**config.mk**
```make
export PLATFORM = sky130hd
export DESIGN_NAME = flux_data_separator_pll_core_flat
export DESIGN_NICKNAME = d
export VERILOG_FILES = /design/src/hdl/fdsp_pkg.sv /design/src/hdl/fdsp_if.sv /design/src/hdl/fdsp_ctrl.sv /design/src/hdl/fdsp_datapath.sv /design/src/hdl/flux_data_separator_pll_core.sv /design/src/flat_wrapper.sv
export SDC_FILE = /design/constraint.sdc
export NUM_CORES = 2
export LEC_CHECK = 0
export BUFFER_PORTS_ARGS = -buffer_cell sky130_fd_sc_hd__buf_2
export CAP_MARGIN = 30
export CORE_UTILIZATION = 40
export DETAILED_ROUTE_END_ITERATION = 8
export HOLD_SLACK_MARGIN = 0.06
export PLACE_DENSITY = 0.57
export SYNTH_ARGS = -nofsm -noshare
export SYNTH_HDL_FRONTEND = slang
export SYNTH_SLANG_ARGS = --single-unit
export TNS_END_PERCENT = 100
```
**constraint.sdc**
```tcl
create_clock -name clk -period 9.89 [get_ports clk]
set_input_delay 1.978 -clock clk [delete_from_list [all_inputs] [get_ports clk]]
set_output_delay 1.978 -clock clk [all_outputs]
set_load 0.1 [all_outputs]
```
**src/hdl/fdsp_pkg.sv**
```systemverilog
// ----------------------------------------------------------------------------
// fdsp_pkg
// Shared constants and types for the flux data separator PLL.
// ----------------------------------------------------------------------------
package fdsp_pkg;

    localparam int BIT_COUNT_WIDTH_DEF = 24;

    // Field widths
    localparam int CELL_W    = 10;
    localparam int BUDGET_W  = 24;
    localparam int FLUX_W    = 16;
    localparam int ZRUN_W    = 17;
    localparam int PERIOD_W  = 15;
    localparam int PHASE_W   = 22;
    localparam int POS_W     = PHASE_W + 1;
    localparam int QUOT_W    = 24;
    localparam int CFG_IDX_W = 1;

    // Intervals and periods are kept in 1/16 tick units
    localparam int SCALE_SHIFT = 4;
    localparam int GAIN_SHIFT  = 2;

    localparam logic [CELL_W-1:0]   CELL_TIME_RESET  = 10'd48;
    localparam logic [BUDGET_W-1:0] BIT_BUDGET_RESET = 24'hFFFFFF;

    // Clamp bounds: cell*16*82/100 = cell*328/25, cell*16*118/100 = cell*472/25
    localparam int CLAMP_LO_PCT = 82;
    localparam int CLAMP_HI_PCT = 118;
    localparam int PCT_DIV      = 100;
    localparam int LO_MUL       = (16 * CLAMP_LO_PCT) / 4;
    localparam int HI_MUL       = (16 * CLAMP_HI_PCT) / 4;
    localparam int BOUND_DIV    = PCT_DIV / 4;
    localparam int Y_W          = 19;
    localparam int RECIP_SHIFT  = 24;
    localparam int RECIP_W      = 20;
    localparam longint RECIP_MUL =
        ((longint'(1) << RECIP_SHIFT) + BOUND_DIV - 1) / BOUND_DIV;

    // Divider: two quotient bits per cycle
    localparam int DIV_RADIX = 2;
    localparam int DIV_STEPS = QUOT_W / DIV_RADIX;
    localparam int DIV_CNT_W = $clog2(DIV_STEPS);

    typedef enum logic [CFG_IDX_W-1:0] {
        REG_CELL_TIME  = 1'b0,
        REG_BIT_BUDGET = 1'b1
    } cfg_reg_t;

    typedef struct packed {
        logic load;
        logic prep;
        logic check;
        logic div_step;
        logic limit;
        logic sub;
        logic update;
        logic emit;
    } fdsp_cmd_t;

    typedef struct packed {
        logic exhausted;
    } fdsp_sts_t;

endpackage

```
**src/hdl/fdsp_if.sv**
```systemverilog
// ----------------------------------------------------------------------------
// fdsp_if
// Channel interfaces: flux intervals in, bit runs out, register writes in.
// ----------------------------------------------------------------------------
interface fdsp_flux_if;
    logic                        valid;
    logic                        ready;
    logic [fdsp_pkg::FLUX_W-1:0] flux_interval;
    logic                        start_pass;

    modport source (output valid, output flux_interval, output start_pass, input ready);
    modport sink (input valid, input flux_interval, input start_pass, output ready);
endinterface

interface fdsp_bits_if;
    logic                          valid;
    logic                          ready;
    logic [fdsp_pkg::ZRUN_W-1:0]   zero_run;
    logic                          one_emitted;
    logic                          budget_reached;
    logic [fdsp_pkg::PERIOD_W-1:0] period_now;

    modport source (output valid, output zero_run, output one_emitted,
                    output budget_reached, output period_now, input ready);
    modport sink (input valid, input zero_run, input one_emitted,
                  input budget_reached, input period_now, output ready);
endinterface

interface fdsp_cfg_if;
    logic                           valid;
    logic                           ready;
    logic [fdsp_pkg::CFG_IDX_W-1:0] index;
    logic [fdsp_pkg::BUDGET_W-1:0]  data;

    modport source (output valid, output index, output data, input ready);
    modport sink (input valid, input index, input data, output ready);
endinterface

```
**src/hdl/fdsp_ctrl.sv**
```systemverilog
// ----------------------------------------------------------------------------
// fdsp_ctrl
// Sequencer for one flux word: prepare, divide, limit, correct, emit.
// ----------------------------------------------------------------------------
module fdsp_ctrl (
    input  logic                clk,
    input  logic                rst_n,
    input  logic                in_valid,
    output logic                in_ready,
    output logic                out_valid,
    input  logic                out_ready,
    input  fdsp_pkg::fdsp_sts_t sts,
    output fdsp_pkg::fdsp_cmd_t cmd
);

    typedef enum logic [7:0] {
        S_IDLE   = 8'b0000_0001,
        S_PREP   = 8'b0000_0010,
        S_CHECK  = 8'b0000_0100,
        S_DIV    = 8'b0000_1000,
        S_LIMIT  = 8'b0001_0000,
        S_SUB    = 8'b0010_0000,
        S_UPDATE = 8'b0100_0000,
        S_EMIT   = 8'b1000_0000
    } state_t;

    localparam logic [fdsp_pkg::DIV_CNT_W-1:0] CNT_LAST =
        fdsp_pkg::DIV_CNT_W'(fdsp_pkg::DIV_STEPS - 1);

    state_t                           state_reg;
    state_t                           state_next;
    logic [fdsp_pkg::DIV_CNT_W-1:0]   cnt_reg;
    logic [fdsp_pkg::DIV_CNT_W-1:0]   cnt_next;
    logic                             out_valid_reg;
    logic                             out_valid_next;
    logic                             in_fire;
    logic                             slot_free;

    assign in_ready  = (state_reg == S_IDLE);
    assign in_fire   = in_valid && in_ready;
    assign slot_free = !out_valid_reg || out_ready;
    assign out_valid = out_valid_reg;

    always_comb
    begin
        state_next = state_reg;
        case (state_reg)
            S_IDLE:
            begin
                if (in_valid)
                begin
                    state_next = S_PREP;
                end
            end
            S_PREP:   state_next = S_CHECK;
            S_CHECK:  state_next = sts.exhausted ? S_EMIT : S_DIV;
            S_DIV:
            begin
                if (cnt_reg == CNT_LAST)
                begin
                    state_next = S_LIMIT;
                end
            end
            S_LIMIT:  state_next = S_SUB;
            S_SUB:    state_next = S_UPDATE;
            S_UPDATE: state_next = S_EMIT;
            S_EMIT:
            begin
                if (slot_free)
                begin
                    state_next = S_IDLE;
                end
            end
            default:  state_next = S_IDLE;
        endcase
    end

    always_comb
    begin
        cmd          = '0;
        cmd.load     = in_fire;
        cmd.prep     = (state_reg == S_PREP);
        cmd.check    = (state_reg == S_CHECK);
        cmd.div_step = (state_reg == S_DIV);
        cmd.limit    = (state_reg == S_LIMIT);
        cmd.sub      = (state_reg == S_SUB);
        cmd.update   = (state_reg == S_UPDATE);
        cmd.emit     = (state_reg == S_EMIT) && slot_free;
    end

    always_comb
    begin
        cnt_next = cnt_reg;
        if (state_reg == S_CHECK)
        begin
            cnt_next = '0;
        end
        else if (state_reg == S_DIV)
        begin
            cnt_next = cnt_reg + 1'b1;
        end
    end

    // hold the result word until taken; a new one may load on the same edge
    always_comb
    begin
        out_valid_next = out_valid_reg;
        if (cmd.emit)
        begin
            out_valid_next = 1'b1;
        end
        else if (out_ready)
        begin
            out_valid_next = 1'b0;
        end
    end

    always_ff @(posedge clk or negedge rst_n)
    begin
        if (!rst_n)
        begin
            state_reg     <= S_IDLE;
            cnt_reg       <= '0;
            out_valid_reg <= 1'b0;
        end
        else
        begin
            state_reg     <= state_next;
            cnt_reg       <= cnt_next;
            out_valid_reg <= out_valid_next;
        end
    end

    a_accept_prep: assert property (@(posedge clk) disable iff (!rst_n)
        in_fire |=> state_reg == S_PREP)
        else $error("accepted word did not start preparation");

    a_div_length: assert property (@(posedge clk) disable iff (!rst_n)
        (state_reg == S_DIV) && (cnt_reg == CNT_LAST) |=> state_reg == S_LIMIT)
        else $error("divider did not finish after the last step");

    a_skip_exhausted: assert property (@(posedge clk) disable iff (!rst_n)
        (state_reg == S_CHECK) && sts.exhausted |=> state_reg == S_EMIT)
        else $error("exhausted budget did not skip to emit");

    a_emit_valid: assert property (@(posedge clk) disable iff (!rst_n)
        cmd.emit |=> out_valid_reg)
        else $error("emitted word not presented");

endmodule

```
**src/hdl/fdsp_datapath.sv**
```systemverilog
// ----------------------------------------------------------------------------
// fdsp_datapath
// Phase, period and bit count state, radix-4 divider, period correction.
// ----------------------------------------------------------------------------
module fdsp_datapath #(
    parameter int BIT_COUNT_WIDTH = fdsp_pkg::BIT_COUNT_WIDTH_DEF
) (
    input  logic                            clk,
    input  logic                            rst_n,
    input  logic                            cfg_we,
    input  logic [fdsp_pkg::CFG_IDX_W-1:0]  cfg_index,
    input  logic [fdsp_pkg::BUDGET_W-1:0]   cfg_data,
    input  logic [fdsp_pkg::FLUX_W-1:0]     flux_interval,
    input  logic                            start_pass,
    input  fdsp_pkg::fdsp_cmd_t             cmd,
    output fdsp_pkg::fdsp_sts_t             sts,
    output logic [fdsp_pkg::ZRUN_W-1:0]     zero_run,
    output logic                            one_emitted,
    output logic                            budget_reached,
    output logic [fdsp_pkg::PERIOD_W-1:0]   period_now
);

    localparam int CW      = BIT_COUNT_WIDTH;
    localparam int BW      = (CW > fdsp_pkg::BUDGET_W) ? CW : fdsp_pkg::BUDGET_W;
    localparam int PW      = fdsp_pkg::PERIOD_W;
    localparam int QW      = fdsp_pkg::QUOT_W;
    localparam int POSW    = fdsp_pkg::POS_W;
    localparam int ERR_W   = fdsp_pkg::POS_W + 2;
    localparam int YW      = fdsp_pkg::Y_W;
    localparam int BPROD_W = fdsp_pkg::Y_W + fdsp_pkg::RECIP_W;
    localparam int KPROD_W = fdsp_pkg::QUOT_W + fdsp_pkg::PERIOD_W;
    localparam logic [BW-1:0] COUNT_MAX = BW'({CW{1'b1}});

    // configuration
    logic [fdsp_pkg::CELL_W-1:0]   cell_time_reg;
    logic [fdsp_pkg::BUDGET_W-1:0] bit_budget_reg;

    // loop state
    logic [fdsp_pkg::PHASE_W-1:0]  phase_reg;
    logic [PW-1:0]                 period_reg;
    logic [CW-1:0]                 bits_reg;

    // per-word working registers
    logic [fdsp_pkg::FLUX_W-1:0]   flux_reg;
    logic                          start_reg;
    logic [POSW-1:0]               pos_reg;
    logic [QW-1:0]                 dvd_reg;
    logic [PW-1:0]                 rem_reg;
    logic [CW-1:0]                 remaining_reg;
    logic [QW-1:0]                 k_reg;
    logic                          one_reg;

    // clamp bound pipeline
    logic [YW-1:0]                 ylo_reg;
    logic [YW-1:0]                 yhi_reg;
    logic [PW-1:0]                 lo_reg;
    logic [PW-1:0]                 hi_reg;

    // result word
    logic [fdsp_pkg::ZRUN_W-1:0]   zero_run_reg;
    logic                          one_out_reg;
    logic                          reached_reg;
    logic [PW-1:0]                 period_out_reg;

    logic [fdsp_pkg::CELL_W-1:0]   eff_cell;
    logic [PW-1:0]                 period_init;
    logic [BW-1:0]                 budget_wide;
    logic [CW-1:0]                 budget_eff;
    logic [fdsp_pkg::PHASE_W-1:0]  phase_sel;
    logic [PW-1:0]                 period_sel;
    logic [CW-1:0]                 bits_sel;
    logic [POSW-1:0]               pos_next;
    logic [QW-1:0]                 dvd_load;
    logic [QW-1:0]                 dvd_next;
    logic [PW-1:0]                 rem_next;
    logic [QW-1:0]                 k_next;
    logic [KPROD_W-1:0]            k_prod;
    logic [BPROD_W-1:0]            lo_prod;
    logic [BPROD_W-1:0]            hi_prod;
    logic                          one_next;
    logic signed [ERR_W-1:0]       err;
    logic signed [ERR_W-1:0]       err_shr;
    logic signed [ERR_W-1:0]       err_fix;
    logic signed [ERR_W-1:0]       np;
    logic signed [ERR_W-1:0]       lo_s;
    logic signed [ERR_W-1:0]       hi_s;
    logic [PW-1:0]                 period_next;

    // a zero cell time acts as one tick
    assign eff_cell    = (cell_time_reg == '0) ? fdsp_pkg::CELL_W'(1) : cell_time_reg;
    assign period_init = PW'({eff_cell, {fdsp_pkg::SCALE_SHIFT{1'b0}}});

    assign budget_wide = BW'(bit_budget_reg);
    assign budget_eff  = (budget_wide > COUNT_MAX) ? CW'(COUNT_MAX) : CW'(budget_wide);

    assign phase_sel  = start_reg ? '0 : phase_reg;
    assign period_sel = start_reg ? period_init : period_reg;
    assign bits_sel   = start_reg ? '0 : bits_reg;
    assign pos_next   = POSW'(phase_sel)
                      + POSW'({flux_reg, {fdsp_pkg::SCALE_SHIFT{1'b0}}});

    assign sts.exhausted = (bits_reg >= budget_eff);

    // zeros to emit: (pos - 1) / period when pos overshoots the period
    assign dvd_load = (pos_reg > POSW'(period_reg)) ? QW'(pos_reg - POSW'(1)) : '0;

    always_comb
    begin : div_step
        logic [PW-1:0] r;
        logic [QW-1:0] d;
        logic [PW:0]   trial;
        r = rem_reg;
        d = dvd_reg;
        for (int i = 0; i < fdsp_pkg::DIV_RADIX; i++)
        begin
            trial = {r, d[QW-1]};
            d     = {d[QW-2:0], 1'b0};
            if (trial >= {1'b0, period_reg})
            begin
                r    = PW'(trial - {1'b0, period_reg});
                d[0] = 1'b1;
            end
            else
            begin
                r = trial[PW-1:0];
            end
        end
        rem_next = r;
        dvd_next = d;
    end

    // stop the zero run at the budget
    assign k_next = (BW'(dvd_reg) > BW'(remaining_reg)) ? QW'(remaining_reg) : dvd_reg;
    assign k_prod = KPROD_W'(k_reg) * KPROD_W'(period_reg);

    // period += (pos - period/2) / 4, truncating toward zero, then clamp
    assign one_next = (bits_reg < budget_eff);
    assign err      = signed'(ERR_W'(pos_reg)) - signed'(ERR_W'(period_reg >> 1));
    assign err_shr  = err >>> fdsp_pkg::GAIN_SHIFT;
    assign err_fix  = (err[ERR_W-1] && (err[fdsp_pkg::GAIN_SHIFT-1:0] != '0))
                    ? ERR_W'(1) : '0;
    assign np       = signed'(ERR_W'(period_reg)) + err_shr + err_fix;
    assign lo_s     = signed'(ERR_W'(lo_reg));
    assign hi_s     = signed'(ERR_W'(hi_reg));

    always_comb
    begin
        if (np < lo_s)
        begin
            period_next = lo_reg;
        end
        else if (np > hi_s)
        begin
            period_next = hi_reg;
        end
        else
        begin
            period_next = np[PW-1:0];
        end
    end

    assign lo_prod = BPROD_W'(ylo_reg) * BPROD_W'(fdsp_pkg::RECIP_MUL);
    assign hi_prod = BPROD_W'(yhi_reg) * BPROD_W'(fdsp_pkg::RECIP_MUL);

    always_ff @(posedge clk or negedge rst_n)
    begin
        if (!rst_n)
        begin
            cell_time_reg  <= fdsp_pkg::CELL_TIME_RESET;
            bit_budget_reg <= fdsp_pkg::BIT_BUDGET_RESET;
        end
        else if (cfg_we)
        begin
            case (fdsp_pkg::cfg_reg_t'(cfg_index))
                fdsp_pkg::REG_CELL_TIME:  cell_time_reg  <= cfg_data[fdsp_pkg::CELL_W-1:0];
                fdsp_pkg::REG_BIT_BUDGET: bit_budget_reg <= cfg_data;
                default:                  cell_time_reg  <= cell_time_reg;
            endcase
        end
    end

    always_ff @(posedge clk or negedge rst_n)
    begin
        if (!rst_n)
        begin
            phase_reg  <= '0;
            period_reg <= PW'({fdsp_pkg::CELL_TIME_RESET, {fdsp_pkg::SCALE_SHIFT{1'b0}}});
            bits_reg   <= '0;
        end
        else if (cmd.prep)
        begin
            phase_reg  <= phase_sel;
            period_reg <= period_sel;
            bits_reg   <= bits_sel;
        end
        else if (cmd.sub)
        begin
            bits_reg <= bits_reg + CW'(k_reg);
        end
        else if (cmd.update)
        begin
            phase_reg  <= pos_reg[fdsp_pkg::PHASE_W-1:0];
            period_reg <= period_next;
            bits_reg   <= bits_reg + CW'(one_next);
        end
    end

    always_ff @(posedge clk)
    begin
        ylo_reg <= YW'(eff_cell) * YW'(fdsp_pkg::LO_MUL);
        yhi_reg <= YW'(eff_cell) * YW'(fdsp_pkg::HI_MUL);
        lo_reg  <= PW'(lo_prod >> fdsp_pkg::RECIP_SHIFT);
        hi_reg  <= PW'(hi_prod >> fdsp_pkg::RECIP_SHIFT);

        if (cmd.load)
        begin
            flux_reg  <= flux_interval;
            start_reg <= start_pass;
        end
        if (cmd.prep)
        begin
            pos_reg <= pos_next;
        end
        if (cmd.check)
        begin
            dvd_reg       <= dvd_load;
            rem_reg       <= '0;
            remaining_reg <= budget_eff - bits_reg;
            k_reg         <= '0;
            one_reg       <= 1'b0;
        end
        if (cmd.div_step)
        begin
            dvd_reg <= dvd_next;
            rem_reg <= rem_next;
        end
        if (cmd.limit)
        begin
            k_reg <= k_next;
        end
        if (cmd.sub)
        begin
            pos_reg <= pos_reg - POSW'(k_prod);
        end
        if (cmd.update)
        begin
            one_reg <= one_next;
        end
        if (cmd.emit)
        begin
            zero_run_reg   <= k_reg[fdsp_pkg::ZRUN_W-1:0];
            one_out_reg    <= one_reg;
            reached_reg    <= (bits_reg >= budget_eff);
            period_out_reg <= period_reg;
        end
    end

    assign zero_run       = zero_run_reg;
    assign one_emitted    = one_out_reg;
    assign budget_reached = reached_reg;
    assign period_now     = period_out_reg;

    a_period_clamped: assert property (@(posedge clk) disable iff (!rst_n)
        cmd.update |=> (period_reg >= lo_reg) && (period_reg <= hi_reg))
        else $error("corrected period outside clamp bounds");

    a_count_in_budget: assert property (@(posedge clk) disable iff (!rst_n)
        cmd.update |=> bits_reg <= budget_eff)
        else $error("bit count passed the budget");

endmodule

```
**src/hdl/flux_data_separator_pll_core.sv**
```systemverilog
// ----------------------------------------------------------------------------
// flux_data_separator_pll_core
// Adaptive digital PLL data separator: flux intervals in, zero runs out.
// ----------------------------------------------------------------------------
//  channel | dir | payload                                         | accept
//  flux    | in  | flux_interval[15:0], start_pass                 | valid & ready
//  bits    | out | zero_run[16:0], one_emitted, budget_reached,    | valid & ready
//          |     | period_now[14:0]                                |
//  cfg     | in  | index[0], data[23:0]                            | valid & ready
//
//  A flux word runs through prepare, check, the 12-step radix-4 divider that
//  counts the zero cells, limit, sub, update and emit; a word arriving with the
//  budget spent skips from check to emit. One word is in work at a time.
//  A result waits in an output register; the next flux word is taken while it
//  waits, and the block holds at emit only while that register is still full.
//  Reset clears phase and bit count, loads the period from the reset cell time.
//  cfg is always ready.
// ----------------------------------------------------------------------------
module flux_data_separator_pll_core #(
    parameter int BIT_COUNT_WIDTH = fdsp_pkg::BIT_COUNT_WIDTH_DEF
) (
    input  logic        clk,
    input  logic        rst_n,
    fdsp_flux_if.sink   flux,
    fdsp_bits_if.source bits,
    fdsp_cfg_if.sink    cfg
);

    fdsp_pkg::fdsp_cmd_t cmd;
    fdsp_pkg::fdsp_sts_t sts;
    logic                cfg_we;

    assign cfg.ready = 1'b1;
    assign cfg_we    = cfg.valid && cfg.ready;

    fdsp_ctrl u_ctrl (
        .clk       (clk),
        .rst_n     (rst_n),
        .in_valid  (flux.valid),
        .in_ready  (flux.ready),
        .out_valid (bits.valid),
        .out_ready (bits.ready),
        .sts       (sts),
        .cmd       (cmd)
    );

    fdsp_datapath #(
        .BIT_COUNT_WIDTH (BIT_COUNT_WIDTH)
    ) u_datapath (
        .clk            (clk),
        .rst_n          (rst_n),
        .cfg_we         (cfg_we),
        .cfg_index      (cfg.index),
        .cfg_data       (cfg.data),
        .flux_interval  (flux.flux_interval),
        .start_pass     (flux.start_pass),
        .cmd            (cmd),
        .sts            (sts),
        .zero_run       (bits.zero_run),
        .one_emitted    (bits.one_emitted),
        .budget_reached (bits.budget_reached),
        .period_now     (bits.period_now)
    );

endmodule
```
**src/flat_wrapper.sv**
```systemverilog
// flat-port wrapper written by rule: the top's interface ports become plain ports
module flux_data_separator_pll_core_flat 
#(
    parameter int BIT_COUNT_WIDTH = fdsp_pkg::BIT_COUNT_WIDTH_DEF
)
  (clk, rst_n, flux_valid, flux_flux_interval, flux_start_pass, flux_ready, bits_valid, bits_zero_run, bits_one_emitted, bits_budget_reached, bits_period_now, bits_ready, cfg_valid, cfg_index, cfg_data, cfg_ready);
  fdsp_flux_if flux_i ();
  fdsp_bits_if bits_i ();
  fdsp_cfg_if cfg_i ();
  input  logic clk;
  input  logic rst_n;
  input wire logic [$bits(flux_i.valid)-1:0] flux_valid;
  input wire logic [$bits(flux_i.flux_interval)-1:0] flux_flux_interval;
  input wire logic [$bits(flux_i.start_pass)-1:0] flux_start_pass;
  output wire logic [$bits(flux_i.ready)-1:0] flux_ready;
  output wire logic [$bits(bits_i.valid)-1:0] bits_valid;
  output wire logic [$bits(bits_i.zero_run)-1:0] bits_zero_run;
  output wire logic [$bits(bits_i.one_emitted)-1:0] bits_one_emitted;
  output wire logic [$bits(bits_i.budget_reached)-1:0] bits_budget_reached;
  output wire logic [$bits(bits_i.period_now)-1:0] bits_period_now;
  input wire logic [$bits(bits_i.ready)-1:0] bits_ready;
  input wire logic [$bits(cfg_i.valid)-1:0] cfg_valid;
  input wire logic [$bits(cfg_i.index)-1:0] cfg_index;
  input wire logic [$bits(cfg_i.data)-1:0] cfg_data;
  output wire logic [$bits(cfg_i.ready)-1:0] cfg_ready;
  assign flux_i.valid = flux_valid;
  assign flux_i.flux_interval = flux_flux_interval;
  assign flux_i.start_pass = flux_start_pass;
  assign flux_ready = flux_i.ready;
  assign bits_valid = bits_i.valid;
  assign bits_zero_run = bits_i.zero_run;
  assign bits_one_emitted = bits_i.one_emitted;
  assign bits_budget_reached = bits_i.budget_reached;
  assign bits_period_now = bits_i.period_now;
  assign bits_i.ready = bits_ready;
  assign cfg_i.valid = cfg_valid;
  assign cfg_i.index = cfg_index;
  assign cfg_i.data = cfg_data;
  assign cfg_ready = cfg_i.ready;
  flux_data_separator_pll_core #(.BIT_COUNT_WIDTH(BIT_COUNT_WIDTH)) u_core (.clk(clk), .rst_n(rst_n), .flux(flux_i), .bits(bits_i), .cfg(cfg_i));
endmodule
```
; After elaboration in Yosys (flattened, before gate mapping)
; Index checks and enable logic that the tools add are counted.
[word_totals]
latchBits = 0
word_cells = 127
register_bits = 332
memories = 0
mem_bits_rw = 0
mem_bits_ro = 0
inputBits = 47
[classes]
order_cmp = 9
n_addsub = 12
eq_ne = 14
div_mod_pow = 0
bitwise = 1
mux = 42
multipliers = 5
n_reduce_logical = 20
shift = 0
[op_table]
columns = op, count
row1 = $mux W24, 11
row2 = $mux W15, 10
row3 = $mux W22, 4
row4 = $mul A16 B20 Y36 const B, 2
row5 = $pmux W8 S8, 1
row6 = $mux W23, 2
row7 = $ge A16 B15 Y1, 2
row8 = $mul A10 B6 Y16 const B, 2
row9 = $mux W8, 4
row10 = $sub A15 B15 Y15, 2
row11 = $add A23 B2 Y24, 1
row12 = $add A24 B1 Y24, 1
row13 = $add A24 B24 Y24, 1
row14 = $ge A24 B24 Y1, 1
row15 = $gt A24 B16 Y1, 1
row16 = $gt A24 B24 Y1, 1
row17 = $gt A24 B24 Y1 const B, 1
row18 = $lt A24 B16 Y1, 1
row19 = $lt A24 B24 Y1, 1
row20 = $mul A24 B15 Y23, 1
row21 = $sub A23 B1 Y24 const B, 1
row22 = $sub A23 B14 Y24, 1
row23 = $sub A24 B24 Y24, 1
row24 = $add A16 B22 Y23, 1
row25 = 27 further kinds, 49

; Longest topological paths before layout
[logic_depth]
depth_word = 11
depth_mapped = 31
mapped_depth_nobuf = 29

; Hierarchy
; From an unflattened synthesis, not the netlist that was laid out.
[unflattened]
hier_cells = 4132
area_unflattened_um2 = 39957.1
[modules_own_cells]
columns = module, n_inst, area_per_inst_um2, seq_area_each_um2, cells_each
row1 = fdsp_datapath, 1, 39158.8, 8498.2, 4052
row2 = fdsp_ctrl, 1, 787.0, 326.6, 78
row3 = flux_data_separator_pll_core, 1, 11.3, 0.0, 2

; Worst setup path after synthesis
; OpenSTA, ideal clock, no wires.
[synth_path]
path_kind = flip-flop to flip-flop
start = reg u_core.u_datapath.period_reg[5]
end = reg u_core.u_datapath.pos_reg[21], data pin
synth_period_minus_slack_ns = 6.704
n_path_buf = 2
slack_ns = 3.186
setup_time_ns = 0.256
required_time_ns = 9.634
stages_incl_launch_ff = 22
t_arrival_ns = 6.448
path_cell_list = dfrtp_1 > clkbuf_1 > clkbuf_1 > nand2_1 > fa_1 > fa_1 > fa_1 > inv_1 > fa_1 > fa_1 > inv_1 > fa_1 > ha_1 > a21o_1 > o41ai_1 > o2111ai_1 > a31o_2 > a21o_1 > a21oi_1 > a21oi_1 > xor2_1 > a22o_1
[synth_between]
elab_chain_len = 3
[synth_rtl]
columns = element, line
row1 = start: declaration, fdsp_datapath.sv:40  ; logic [PW-1:0] period_reg;
row2 = start signal: assignment, fdsp_datapath.sv:187  ; period_reg <= PW'({fdsp_pkg::CELL_TIME_RESET, {fdsp_pkg::SCALE_SHIFT{1'b0}}});
row3 = start signal: assignment, fdsp_datapath.sv:193  ; period_reg <= period_sel;
row4 = start signal: assignment, fdsp_datapath.sv:203  ; period_reg <= period_next;
row5 = $mul A24 B15 Y23, fdsp_datapath.sv:134  ; assign k_prod = KPROD_W'(k_reg) * KPROD_W'(period_reg);
row6 = $sub A23 B23 Y23, fdsp_datapath.sv:243  ; pos_reg <= pos_reg - POSW'(k_prod);
row7 = $mux W23, fdsp_datapath.sv:241  ; if (cmd.sub)
row8 = end signal: assignment, fdsp_datapath.sv:222  ; pos_reg <= pos_next;
row9 = end signal: assignment, fdsp_datapath.sv:243
row10 = end: declaration, fdsp_datapath.sv:46  ; logic [POSW-1:0] pos_reg;
; No other way between the ends.
; A chain may end at the register's enable or synchronous reset.

; Final worst setup path
[layout_path]
start = reg u_core.u_datapath.period_reg[3]
end = reg u_core.u_datapath.rem_reg[1], data pin
[layout_between]
elab_chain_len = 5
elab_cells_between_ends = 7
classes_between = add/sub (2) / order compare (2) / mux (3)
[layout_rtl]
columns = element, line
row1 = $ge A16 B15 Y1 / $sub A15 B15 Y15 (equally long branches), "fdsp_datapath.sv:118, fdsp_datapath.sv:120"
row2 = $mux W15, fdsp_datapath.sv:118  ; if (trial >= {1'b0, period_reg})
row3 = $sub A15 B15 Y15 / $ge A16 B15 Y1 (equally long branches), "fdsp_datapath.sv:120, fdsp_datapath.sv:118"
row4 = $mux W15 *, fdsp_datapath.sv:118
row5 = $mux W15 *, fdsp_datapath.sv:232  ; if (cmd.div_step)
row6 = end signal: assignment, fdsp_datapath.sv:235  ; rem_reg <= rem_next;
row7 = end: declaration, fdsp_datapath.sv:48  ; logic [PW-1:0] rem_reg;
; Every way passes the cells marked *; elsewhere a longest branch is shown, timed or not.

==> summary.md <==
| Metric | Value |
|---|---|
| Endpoints failing hold | 0 |
| Design area | 0.0427 mm2 |
| Routed Antenna Nets | 0 |
| Required time of the critical path | 10240 ps |
| Worst Setup Path Type | reg -> reg |
| Yosys reg bits | around 330 |
| Placed Area | 0.0413 mm2 |
| CTS tree | built |
| Routed WL per cell | a little under 20 um |
| Clock-pin slew on the worst setup and hold paths | ~60 ps |
| # fillers | approximately 9400 |
| First-pass GRT wire length | ~170000 um |
| Reg2reg end | u_core.u_datapath.rem_reg[1] |
| Worst hold-check path type | reg -> reg |
| Initial antenna violation count | 4 |
| Synth Cell Area | 0.0393 mm2 |
| R2r setup slk | 2400 ps |
| FMAX | 134 MHz |
| Post-Route WL | around 110000 um |
| Slew HR | 32.3% |
| Hold path endpoint | u_core.u_datapath.phase_reg[17] |
| Yosys cell types | 86 |
| RSZ-0062 raised after global routing | no |
| DRT Pass-1 Iters | 7 |
| Top FF cell, synth | edfxtp_1 |
| Clock skew | 39.1 ps |
| Worst Path Max Fanout | 26 |
| Starting density of the core | 40.5% |
| Top cells by area, synth | fa_1 (22%), ha_1 (19%), edfxtp_1 (12%) |
| Post-synthesis average cell area | between 9 and 10 um2 |
| Hold Path Stages | 2 |
| Root Driver | clkbuf_16 |
| EDFF count, synth | 162 |
| Vias | 28300 |
| DR vias/cell | roughly 5.2 |
| Max Cap Viol | 0 |
| Post-Syn Nets | 5118 |
| Crit end category | flop |
| GRT Total Usage | a little over a fifth |
| Gate Count Post-Synth | about 4000 |
| Max Slew Vio Count | 0 |
| Commonest cells after routing, fill and taps aside | inv_1 (716), ha_1 (599), fa_1 (429) |
| Layout Nets | 5185 |
| Top-Level Pins | 84 |
| Yosys top cell area share | 21.8% |
| Skew-Pair Late Insertion Delay | slightly above 600 ps |
| Post-synthesis sequential area ratio | roughly 22% |
| Failing checks | design-rule violations |
| PnR worst setup slack | 2400 ps |
| Hold WS | 468 ps |
| Area grow syn2layout | 8.65% |
| DIE AREA | 0.0996 mm2 |
| Post-DP HPWL | 84400 um |
| GPL Wtd Cong | 0.920 |
| CTS H-tree lvls | 2 |
| Post-place setup slack | 2520 ps |
| Cells on worst reg2reg path | 22 |
| Iter 0 DRT Violations | 2124 |
| Die Y | 316 um |
| Grt ovf | 0 |
| # rows | between 100 and 150 |
| Clock sink total | 331 |
| Reg2reg start | u_core.u_datapath.period_reg[3] |
| Yosys warnings | 0 |
| HP Start | u_core.u_datapath.phase_reg[17] |
| Number of setup buffers added after CTS | 0 |
| Largest net degree at the start of global routing | slightly above 60 |
| CTS Buffer Depth | 3 |
| DR DRC count | 16 |
| Die width | 316 um |
| Commonest non-fill, non-tap cell in the layout | inv_1 |
| Placeable Area | 0.0970 mm2 |
| Hold Buf Count CTS | 0 |
| CTS buffer count | 42 |
| Final worst-path cycle share | between 70 and 80% |
| Status | finished with violations |
| Post-CTS sizing | 0 |
| Slew @ Worst Pin | 1010 ps |
| Setup-failing EPs final | 0 |
| Setup TNS | 0 ps |
| Vias in the first global route | 28900 |
| Share of cells above drive strength 1 | 6.95% |
| Yosys top cell by area | fa_1 |
| Setup crit start | u_core.u_datapath.period_reg[3] |
| IO Port Bufs | 82 |
| CP arrival | 7830 ps |
| Crit path launch type | flop |
| Async S/R FF share, synth | around a third |
| Fin crit period | ~7500 ps |
==> metrics by stage <==
stage	util, %	std cells
final	44.1	5421
after global routing	44.1	5420
after CTS	44.1	5420
after detailed placement	42.6	5342
after global placement	42.5	5337
after floorplan	-	4043
==> metal layers <==
layer	up-vias	GRT usage, %	routed length [um]
li1	13500	-	-
met1	14000	31.5	50400
met2	737	33.4	45700
met3	121	3.85	7270
met4	0	4.46	1980
met5	-	0	0
==> cell usage after synthesis (all sizes together), types with 10 or more instances <==
cell type and count:
mux2i 39, and3 22, clkbuf 79, nor3 45, a21oi 165, o211ai 12
a211oi 11, nor2 204, o21a 41, ha 599, dfstp 29, a211o 12
a221o 22, dfxtp 61, a21o 63, inv 716, a21boi 12, and2 103
mux2 38, nand3b 12, xnor2 162, nor2b 50, nand3 62, or3 24
a31oi 10, xor2 61, nand2b 25, o21bai 24, o21ai 173, dfrtp 79
nand2 333, or2 14, nor4 11, buf 16, o31ai 10, nand4 23
edfxtp 162, fa 429
==> cell type report <==
class                   instances  area, um2  area share [%]
repair buffers                118        763            1.79
flip-flops and latches        331       8820            20.7
diodes                          1       2.50         0.00586
clock buffers                  57       1190            2.78
well taps                    1276       1600            3.74
inverters                     717       2690            6.30
clock inverters                21        225           0.527
multi-input cells            2900      27400            64.2
==> worst max-delay path, stage by stage, from the launching register on <==
cell,delay (ps)
dfrtp_1,910
inv_1,340
ha_1,420
a21oi_1,120
o21a_1,210
o31ai_1,410
o211a_1,210
o21ai_0,90
a21bo_2,240
nand2_1,550
mux2_2,420
ha_1,330
nor2b_1,150
o21ai_0,210
a21boi_0,150
o21ai_0,220
a21boi_0,180
o2111ai_1,310
a311oi_1,170
o21a_1,220
o21ai_0,140
nand3_1,720
o211a_1,510
==> how the worst max path moves through the flow <==
stage | cells after the start | slack, ps | endpoint
floorplan | 21 | 3190 | u_core.u_datapath.pos_reg[21]
global placement | 22 | 2640 | u_core.u_datapath.rem_reg[1]
detailed placement | 22 | 2520 | u_core.u_datapath.rem_reg[1]
CTS | 22 | 2490 | u_core.u_datapath.rem_reg[1]
global route | 26 | 1790 | u_core.u_datapath.period_reg[2]
finish | 22 | 2400 | u_core.u_datapath.rem_reg[1]
==> logic make-up after synthesis <==
family | share of synthesized area [%]
AO/OA/AOI/OAI | 10.2
XOR/XNOR | 4.97
adder cells (fa/ha/maj) | 40.9
buffers and inverters | 7.85
flip-flops | 22.4
multiplexers | 2.08
other | 0.00953
AND/OR/NAND/NOR | 11.5
Power is not shown: default switching activity piles up to over one toggle a cycle in this logic, so the estimate is an artifact.
